**src/rtl/aept_pkg.sv**
```systemverilog
// Package for the adaptive error poll timer: widths, codes, register indexes
// and the period clamp function. No dependencies.
`default_nettype none

package aept_pkg;

  localparam int PERIOD_W = 20;
  localparam int ERR_W    = 8;
  localparam int DUMP_W   = 4;
  localparam int DIV_W    = ERR_W + 1;
  localparam int ADDR_W   = 5;
  localparam int DATA_W   = 32;
  localparam int IDX_W    = ADDR_W - 2;

  localparam logic [ERR_W-1:0]    ERR_MAX   = '1;
  localparam logic [DUMP_W-1:0]   DUMP_MAX  = '1;

  localparam logic                VARIABLE_MODE_RST  = 1'b1;
  localparam logic [PERIOD_W-1:0] PERIOD_INITIAL_RST = PERIOD_W'(8000);
  localparam logic [PERIOD_W-1:0] PERIOD_MIN_RST     = PERIOD_W'(2000);
  localparam logic [PERIOD_W-1:0] PERIOD_MAX_RST     = PERIOD_W'(16000);
  localparam logic [DUMP_W-1:0]   DUMP_THRESHOLD_RST = DUMP_W'(10);

  localparam logic [IDX_W-1:0] REG_VARIABLE_MODE  = IDX_W'(0);
  localparam logic [IDX_W-1:0] REG_PERIOD_INITIAL = IDX_W'(1);
  localparam logic [IDX_W-1:0] REG_PERIOD_MIN     = IDX_W'(2);
  localparam logic [IDX_W-1:0] REG_PERIOD_MAX     = IDX_W'(3);
  localparam logic [IDX_W-1:0] REG_DUMP_THRESHOLD = IDX_W'(4);

  localparam logic OP_TICK   = 1'b0;
  localparam logic OP_REPORT = 1'b1;

  localparam logic KIND_POLL   = 1'b0;
  localparam logic KIND_REPORT = 1'b1;

  typedef enum logic [1:0] {
    ACT_NONE    = 2'd0,
    ACT_DISMISS = 2'd1,
    ACT_COMMIT  = 2'd2,
    ACT_DUMP    = 2'd3
  } action_t;

  typedef enum logic {
    ST_IDLE   = 1'b0,
    ST_DIVIDE = 1'b1
  } state_t;

  function automatic logic [PERIOD_W-1:0] clamp_period(
    input logic [PERIOD_W:0]   v,
    input logic [PERIOD_W-1:0] lo,
    input logic [PERIOD_W-1:0] hi
  );
    logic [PERIOD_W:0] t;
    t = (v > {1'b0, hi}) ? {1'b0, hi} : v;
    if (t < {1'b0, lo}) begin
      t = {1'b0, lo};
    end
    return t[PERIOD_W-1:0];
  endfunction

endpackage

`default_nettype wire

```
**src/rtl/adaptive_error_poll_timer_core.sv**
```systemverilog
// Top level of the adaptive error poll timer with its register port.
// Depends on aept_pkg and aept_div.
//
// Ticks and reports are taken one per cycle and give their result in the
// next cycle. A report that ends a round in variable mode after a round with
// errors runs the period through the restoring divider, one quotient
// bit per cycle, and the block takes no new item meanwhile. A pending
// result that is stalled also holds off the next item. Registers sit at
// byte addresses 0, 4, 8, 12 and 16; the user must write them only while
// the block is idle, which the block itself does not enforce.
`default_nettype none

module adaptive_error_poll_timer_core import aept_pkg::*; (
  input  logic                clk,
  input  logic                rst,
  input  logic                in_valid,
  output logic                in_stall,
  input  logic                op,
  input  logic                error_found,
  input  logic                record_present,
  input  logic                notify_enabled,
  input  logic                last_report,
  output logic                out_valid,
  input  logic                out_stall,
  output logic                kind,
  output logic [1:0]          action,
  output logic                round_done,
  output logic [PERIOD_W-1:0] new_period,
  input  logic                psel,
  input  logic                penable,
  input  logic                pwrite,
  input  logic [ADDR_W-1:0]   paddr,
  input  logic [DATA_W-1:0]   pwdata,
  output logic [DATA_W-1:0]   prdata,
  output logic                pready
);

  logic                variable_mode;
  logic [PERIOD_W-1:0] period_initial;
  logic [PERIOD_W-1:0] period_min;
  logic [PERIOD_W-1:0] period_max;
  logic [DUMP_W-1:0]   dump_threshold;

  logic [PERIOD_W-1:0] current_period;
  logic [PERIOD_W-1:0] time_left;
  logic [ERR_W-1:0]    round_errors;
  logic [DUMP_W-1:0]   dump_counter;
  logic                awaiting;
  action_t             pend_action;

  state_t state;
  state_t state_next;

  logic                cfg_we;
  logic [IDX_W-1:0]    cfg_idx;
  logic                accept;
  logic                is_report;
  logic                rec_err;
  logic [ERR_W-1:0]    errors_next;
  logic [DUMP_W-1:0]   dump_next;
  action_t             rep_action;
  logic                fires;
  logic                report_ok;
  logic                need_div;
  logic                emit_now;
  logic                emit_div;
  logic [PERIOD_W-1:0] fast_period;
  logic [PERIOD_W-1:0] div_period;
  logic                div_start;
  logic                div_done;
  logic [PERIOD_W-1:0] quotient;

  assign pready  = 1'b1;
  assign cfg_we  = psel & penable & pwrite;
  assign cfg_idx = paddr[ADDR_W-1:2];

  always_comb begin
    case (cfg_idx)
      REG_VARIABLE_MODE:  prdata = DATA_W'(variable_mode);
      REG_PERIOD_INITIAL: prdata = DATA_W'(period_initial);
      REG_PERIOD_MIN:     prdata = DATA_W'(period_min);
      REG_PERIOD_MAX:     prdata = DATA_W'(period_max);
      REG_DUMP_THRESHOLD: prdata = DATA_W'(dump_threshold);
      default:            prdata = '0;
    endcase
  end

  assign accept    = in_valid & ~in_stall;
  assign is_report = (op == OP_REPORT);
  assign rec_err   = record_present & error_found;

  always_comb begin
    errors_next = round_errors;
    if (rec_err && round_errors != ERR_MAX) begin
      errors_next = round_errors + ERR_W'(1);
    end
    dump_next = dump_counter;
    if (rec_err && !notify_enabled && dump_counter != DUMP_MAX) begin
      dump_next = dump_counter + DUMP_W'(1);
    end
    if (rec_err) begin
      if (notify_enabled) begin
        rep_action = ACT_COMMIT;
      end else begin
        rep_action = (dump_next >= dump_threshold) ? ACT_DUMP : ACT_DISMISS;
      end
    end else if (record_present) begin
      rep_action = ACT_DISMISS;
    end else begin
      rep_action = ACT_NONE;
    end
  end

  assign fires     = !is_report && !awaiting && (time_left <= PERIOD_W'(1));
  assign report_ok = is_report && awaiting;
  assign need_div  = report_ok && last_report && variable_mode && (errors_next != '0);
  assign emit_now  = accept && (fires || (report_ok && !need_div));
  assign emit_div  = (state == ST_DIVIDE) && div_done;

  assign fast_period = variable_mode ?
      clamp_period({current_period, 1'b0}, period_min, period_max) : current_period;
  assign div_period  = clamp_period({1'b0, quotient}, period_min, period_max);

  aept_div u_div (
    .clk      (clk),
    .rst      (rst),
    .start    (div_start),
    .dividend (current_period),
    .divisor  ({1'b0, errors_next} + DIV_W'(1)),
    .done     (div_done),
    .quotient (quotient)
  );

  always_comb begin
    state_next = state;
    case (state)
      ST_IDLE: begin
        if (accept && need_div) begin
          state_next = ST_DIVIDE;
        end
      end
      ST_DIVIDE: begin
        if (div_done) begin
          state_next = ST_IDLE;
        end
      end
      default: state_next = ST_IDLE;
    endcase
  end

  always_comb begin
    in_stall  = (state != ST_IDLE) || (out_valid && out_stall);
    div_start = (state == ST_IDLE) && in_valid && !in_stall && need_div;
  end

  always_ff @(posedge clk) begin
    if (rst) begin
      state          <= ST_IDLE;
      out_valid      <= 1'b0;
      variable_mode  <= VARIABLE_MODE_RST;
      period_initial <= PERIOD_INITIAL_RST;
      period_min     <= PERIOD_MIN_RST;
      period_max     <= PERIOD_MAX_RST;
      dump_threshold <= DUMP_THRESHOLD_RST;
      current_period <= PERIOD_INITIAL_RST;
      time_left      <= PERIOD_INITIAL_RST;
      round_errors   <= '0;
      dump_counter   <= '0;
      awaiting       <= 1'b0;
    end else begin
      state     <= state_next;
      out_valid <= emit_now || emit_div || (out_valid && out_stall);
      if (cfg_we) begin
        case (cfg_idx)
          REG_VARIABLE_MODE: variable_mode <= pwdata[0];
          REG_PERIOD_INITIAL: begin
            period_initial <= pwdata[PERIOD_W-1:0];
            current_period <= pwdata[PERIOD_W-1:0];
            time_left      <= pwdata[PERIOD_W-1:0];
          end
          REG_PERIOD_MIN:     period_min     <= pwdata[PERIOD_W-1:0];
          REG_PERIOD_MAX:     period_max     <= pwdata[PERIOD_W-1:0];
          REG_DUMP_THRESHOLD: dump_threshold <= pwdata[DUMP_W-1:0];
          default: ;
        endcase
      end
      if (accept) begin
        if (!is_report && !awaiting) begin
          if (fires) begin
            time_left <= '0;
            awaiting  <= 1'b1;
          end else begin
            time_left <= time_left - PERIOD_W'(1);
          end
        end
        if (report_ok) begin
          dump_counter <= dump_next;
          round_errors <= last_report ? '0 : errors_next;
          if (last_report) begin
            awaiting <= 1'b0;
            if (!need_div) begin
              current_period <= fast_period;
              time_left      <= fast_period;
            end
          end
        end
      end
      if (emit_div) begin
        current_period <= div_period;
        time_left      <= div_period;
      end
    end
  end

  always_ff @(posedge clk) begin
    if (accept && need_div) begin
      pend_action <= rep_action;
    end
    if (emit_div) begin
      kind       <= KIND_REPORT;
      action     <= pend_action;
      round_done <= 1'b1;
      new_period <= div_period;
    end else if (emit_now) begin
      if (fires) begin
        kind       <= KIND_POLL;
        action     <= ACT_NONE;
        round_done <= 1'b0;
        new_period <= '0;
      end else begin
        kind       <= KIND_REPORT;
        action     <= rep_action;
        round_done <= last_report;
        new_period <= last_report ? fast_period : '0;
      end
    end
  end

endmodule

`default_nettype wire

```
**src/rtl/aept_div.sv**
```systemverilog
// Restoring divider that produces one quotient bit per cycle.
// Depends on aept_pkg for the period and divisor widths.
`default_nettype none

module aept_div import aept_pkg::*; (
  input  logic                clk,
  input  logic                rst,
  input  logic                start,
  input  logic [PERIOD_W-1:0] dividend,
  input  logic [DIV_W-1:0]    divisor,
  output logic                done,
  output logic [PERIOD_W-1:0] quotient
);

  localparam int CNT_W = $clog2(PERIOD_W);
  localparam logic [CNT_W-1:0] LAST_STEP = CNT_W'(PERIOD_W - 1);

  logic                busy;
  logic [CNT_W-1:0]    cnt;
  logic [DIV_W-1:0]    rem;
  logic [DIV_W-1:0]    dvs;
  logic [PERIOD_W-1:0] quo;
  logic [DIV_W:0]      shifted;
  logic [DIV_W+1:0]    diff;
  logic                borrow;

  assign shifted = {rem, quo[PERIOD_W-1]};
  assign diff    = {1'b0, shifted} - {2'b00, dvs};
  assign borrow  = diff[DIV_W+1];

  always_ff @(posedge clk) begin
    if (rst) begin
      busy <= 1'b0;
      done <= 1'b0;
      cnt  <= '0;
    end else begin
      done <= 1'b0;
      if (start) begin
        busy <= 1'b1;
        cnt  <= '0;
      end else if (busy) begin
        cnt <= cnt + CNT_W'(1);
        if (cnt == LAST_STEP) begin
          busy <= 1'b0;
          done <= 1'b1;
        end
      end
    end
  end

  always_ff @(posedge clk) begin
    if (start) begin
      quo <= dividend;
      rem <= '0;
      dvs <= divisor;
    end else if (busy) begin
      quo <= {quo[PERIOD_W-2:0], ~borrow};
      rem <= borrow ? shifted[DIV_W-1:0] : diff[DIV_W-1:0];
    end
  end

  assign quotient = quo;

endmodule

`default_nettype wire

```
**config.mk**
```make
export PLATFORM = sky130hd
export DESIGN_NAME = adaptive_error_poll_timer_core
export DESIGN_NICKNAME = d
export VERILOG_FILES = /design/src/rtl/aept_pkg.sv /design/src/rtl/adaptive_error_poll_timer_core.sv /design/src/rtl/aept_div.sv
export SDC_FILE = /design/constraint.sdc
export NUM_CORES = 1
export LEC_CHECK = 0
export BUFFER_PORTS_ARGS = -buffer_cell sky130_fd_sc_hd__buf_4
export CORE_ASPECT_RATIO = 1.1
export CORE_MARGIN = 2
export CORE_UTILIZATION = 41
export DETAILED_ROUTE_END_ITERATION = 12
export PLACE_DENSITY_LB_ADDON = 0.1
export SETUP_SLACK_MARGIN = 0.02
export SYNTH_ARGS = -nofsm -noshare
export SYNTH_HDL_FRONTEND = slang
export SYNTH_HIERARCHICAL = 1
export SYNTH_SLANG_ARGS = --single-unit
```
**constraint.sdc**
```tcl
create_clock -name clk -period 7.3 [get_ports clk]
set_clock_uncertainty 0.1 [all_clocks]
set_input_delay 0.73 -clock clk [delete_from_list [all_inputs] [get_ports clk]]
set_output_delay 0.73 -clock clk [all_outputs]
set_load 0.03 [all_outputs]
```
# == After elaboration in Yosys (flattened, before gate mapping) ==
# Index checks and enable logic that the tools add are counted.
# classes
addsub,6
n_mul,0
div,0
order_cmp,6
n_eq_ne,7
n_shift,0
muxes,52
bitwise_logic,8
n_reduce_logical,38
# ops
cell,n
$mux 20,26
$pmux 20 s5,1
$gt 21x20->1,1
$lt 21x20->1,1
$mux 21,1
$gt 20x20->1,1
$le 20x1->1 const B,1
$lt 20x20->1,1
$sub 20x1->20 const B,1
$logic_and 1x1->1,17
$mux 8,2
$mux 1,13
$mux 2,6
$reduce_and 2->1,6
$sub 10x9->11,1
$add 8x1->9 const B,1
$mux 9,1
$add 8x1->8 const B,1
$ne 8x8->1 const B,1
$reduce_bool 8->1,1
$eq 3x2->1 const B,2
$add 5x1->5 const B,1
$eq 5x5->1 const B,1
$logic_not 1->1,5
14 further kinds,24
# totals
reg_bits,191
latchBits,0
mem_bits_rw,0
rom_bits,0
in_bits,49
memories,0

# == Logic depth before layout (Yosys ltp) ==
# logic_depth
ltp_word,11
mapped_depth,23

# == Cells and area by module ==
# Netlist, hierarchy kept.
# by_module_without_submodules
module,n_inst,cells_each,area_each_um2,seq_area_each_um2
adaptive_error_poll_timer_core,1,1379,10691.5,3163.0
aept_div,1,196,2273.4,1191.1

# == Worst setup path before layout ==
# Ideal clock, no wire load.
# synth_path
path_type,register -> register
from,register period_max[18]
to,"register new_period[15], data pin"
setup_time_ps,271
arrival_ps,4543
path_slack_ps,2386
path_stages_with_launch,23
n_path_buf,4
period_less_slack_ps,4914
path_cell_list,dfxtp_1 inv_1 ha_1 a21o_1 a211oi_1 o211ai_2 and4b_1 or2_1 buf_2 buf_4 mux2_2 ha_1 nand4_1 o221ai_1 a31oi_1 o22a_1 a21boi_0 nor2_1 buf_2 buf_2 mux2_2 a21oi_1 o22ai_1
# synth_between
elab_chain_cells,9
# synth_lines
item,line,rtl
from (decl),adaptive_error_poll_timer_core.sv:41,logic [PERIOD_W-1:0] period_max;
from (signal assigned),adaptive_error_poll_timer_core.sv:182,REG_PERIOD_MAX: period_max <= pwdata[PERIOD_W-1:0];
$gt 21x20->1,aept_pkg.sv:54,"t = (v > {1'b0, hi}) ? {1'b0, hi} : v;"
$mux 21,aept_pkg.sv:54,
$lt 21x20->1,aept_pkg.sv:55,"if (t < {1'b0, lo}) begin"
$mux 20,aept_pkg.sv:55,
$mux 20,adaptive_error_poll_timer_core.sv:120,assign fast_period = variable_mode ?
$mux 20,adaptive_error_poll_timer_core.sv:234,new_period <= last_report ? fast_period : '0;
$mux 20,adaptive_error_poll_timer_core.sv:225,if (fires) begin
$mux 20,adaptive_error_poll_timer_core.sv:224,end else if (emit_now) begin
$mux 20 (*),adaptive_error_poll_timer_core.sv:219,if (emit_div) begin
to (signal assigned),adaptive_error_poll_timer_core.sv:223,new_period <= div_period;
to (signal assigned),adaptive_error_poll_timer_core.sv:234,
to (decl),adaptive_error_poll_timer_core.sv:28,"output logic [PERIOD_W-1:0] new_period,"
# Mark *: on every way between the ends. The rest lies on a longest branch, timed or not. The select of a mux whose other input is x is not followed.
# A chain may end at the register's enable or synchronous reset.

# == Worst setup path after layout ==
# layout_path
from,register period_max[5]
to,"register new_period[2], data pin"
# Same word-level chain as after synthesis.

==> impl_metrics.ini <==
[outcome]
status = finished, final reports clean

[routing]
vias = 12350
antenna_left = 0
drc = 0
routedWlPerCell_um = 24.29
routed_wl_um = 49680
routed_via_density = 6.037
dr.pass1.iters = 6
drt_first_iter_violations = 1275

[timing]
finalMaxSlewViolations = 0
setup_viol = 0
relSlewSlack = 0.2074
setup_tns_ns = 0
rsz0062_at_grt = no
period_minus_slack_ns = 6.102
fmax_mhz = 163.9
period_share = 0.8358
final_hold_viol_count = 0
worstMarginPinSlew_ns = 1.188

[place]
placedCellCount = 2013
detailed_place_hpwl_um = 37890
portBuffers = 80
gp_congestion = 1.006

[floorplan]
rows = 68
ios = 108
start_util = 0.4152
core_mm2 = 0.03122
fp.dieH_um = 190.5
fp.dieW_um = 173.6
die_area_mm2 = 0.03306

[clocking]
htree_levels = 4
cts_buffers = 17
cts_tree = built
post-cts-setup-buffer-count = 0
clock_path_buffers = 2
cts.hold.buffers_added = 0
post_cts_resized = 0
path_clk_slew_ns = 0.08
clk_latency_ns = 0.47
clock-root-buffer = clkbuf_16
clock-sinks = 191

[yosys]
netlist_area_mm2 = 0.01296
synth_cell_types = 85
yosysWarnings = 6
ys_seq_elements = 191
avgSynthCellArea_um2 = 8.232
synth_cells = 1575
yosysSeqAreaShare = 0.3358
synth-async-reset-ratio = 0
synth_ff_type = dfxtp_1
synth_edf_count = 53

[global_route]
grt_pass1_wl_um = 73520
grt_use_total = 0.2990
grt_start_max_net_pins = 68
first_global_vias = 11250
grt_overflow = 0
antenna_found_initial = 0

[cells_and_area]
layout_commonest_cell = nand2_1
final_nets = 1759
area_growth_pct = 11.87
fin_cells = 2045
nFillCells = 3169
drive_gt1_frac = 0.1415
diodes = 0
final_util = 0.4645
layout_common_cells = nand2_1 (234), a21oi_1 (146), dfxtp_1 (137)

[critical_path]
critPathKind = reg -> reg
cp-start-kind = flip-flop
crit_required_ns = 7.38
critPathMaxFanout = 22
cp-end-kind = flip-flop
regToRegSetupSlack_ns = 1.20
arrival_ns = 6.18

[power_and_ir_drop]
ir_drop_mv = 0.1704
total_power_mw = 2.442
leakage_nw = 5.745
cellPowerDensity_mw_per_mm2 = 168.4

[run]
drv_cap = 0

[min_path]
hp-class = reg -> reg
## cells in the mapped netlist, types with 28 or more instances
cell,number,share of area
a21oi_1,146,0.056
mux2_2,62,0.054
o21ai_0,79,0.030
clkbuf_1,70,0.020
a22oi_1,31,0.018
o22ai_1,40,0.019
ha_1,97,0.094
dfxtp_1,138,0.21
inv_1,67,0.019
nor3_1,28,0.011
nand2_1,234,0.068
nor2_1,128,0.037
nand3_1,33,0.013
edfxtp_1,53,0.12
mux2i_1,33,0.025
## metrics by stage
stage                     hold WS, ns  setup WS (ns)  area [um2]
after CTS                      0.3586          1.311       14500
after global placement         0.3409          1.354       13890
final                          0.3594          1.198       14500
after global routing           0.3797         0.9227       14500
after floorplan                0.3368          2.386       13010
after detailed placement       0.3471          1.311       13890
## flip-flops by register name (all words and copies together), names as in the netlist, 2 cells and up
| name | count |
|---|---|
| action | 2 |
| pend_action | 2 |
| time_left | 20 |
| period_max | 20 |
| dump_counter | 4 |
| u_div/rem | 9 |
| u_div/dvs | 9 |
| period_initial | 20 |
| round_errors | 8 |
| new_period | 20 |
| dump_threshold | 4 |
| u_div/quotient | 20 |
| current_period | 20 |
| u_div/cnt | 5 |
| period_min | 20 |
## power by group
part           internal [mW]  switching [mW]  total, mW  leakage (nW)
logic                  0.104           0.211      0.315          3.89
clock network          0.531           0.488       1.02         0.302
registers               1.09          0.0154       1.11          1.56
total                   1.73           0.714       2.44          5.75
## layer usage
metal  vias up  share of wire  global-route usage
met1      5943           0.45              0.4147
li1       5807              -                   -
met5         -              0                   0
met3        75          0.073             0.05502
met4         0          0.043              0.1340
met2       521           0.43              0.4531
## critical path, stage by stage (launching register included)
cell,delay [ns]
dfxtp_1,0.41
inv_1,0.14
ha_1,0.34
a21oi_1,0.13
o21ai_0,0.15
a221oi_1,0.32
a21oi_1,0.19
o21bai_2,0.58
o21ai_0,0.34
ha_1,0.39
and3_1,0.17
nand3_1,0.10
or3_1,0.43
nor2_1,0.14
o31a_1,0.13
o311a_1,0.46
or2_1,0.16
buf_4,0.32
mux2i_1,0.65
o22ai_1,0.14
## kinds of logic (layout without fill, tap and decap cells)
| kind of cell | Yosys count | in the layout | synth area share |
|---|---|---|---|
| AOI/OAI and AO/OA | 461 | 461 | 0.2294 |
| DFF | 191 | 191 | 0.3358 |
| muxes | 96 | 96 | 0.08049 |
| and+or+nand+nor | 536 | 536 | 0.1877 |
| xor gates and xnor gates | 24 | 24 | 0.01621 |
| buffers and inverters | 167 | 206 | 0.05462 |
| other | 2 | 13 | 0.0005793 |
| adders and majority gates | 98 | 98 | 0.09516 |
## area by class of cell
type                            instances  area, um2  area share
Multi-Input combinational cell       1228       7958      0.5487
Sequential cell                       191       4355      0.3003
Timing Repair Buffer                  107      803.3     0.05538
Tap cell                              420      525.5     0.03623
Clock buffer                           19      442.9     0.03054
Inverter                               67      251.5     0.01734
Clock inverter                         13      167.7     0.01156
## final timing paths
path / start / end / cells past startpoint
setup / recovery: period_max[5]$_SDFFE_PP0P_ / new_period[2]$_DFFE_PP_ / 19
hold / removal: period_initial[2]$_SDFFE_PP0P_ / period_initial[2]$_SDFFE_PP0P_ / 2
setup reg to reg: period_max[5]$_SDFFE_PP0P_ / new_period[2]$_DFFE_PP_ / 19
hold reg to reg: period_initial[2]$_SDFFE_PP0P_ / period_initial[2]$_SDFFE_PP0P_ / 2
(Power assumes the default switching activity.)
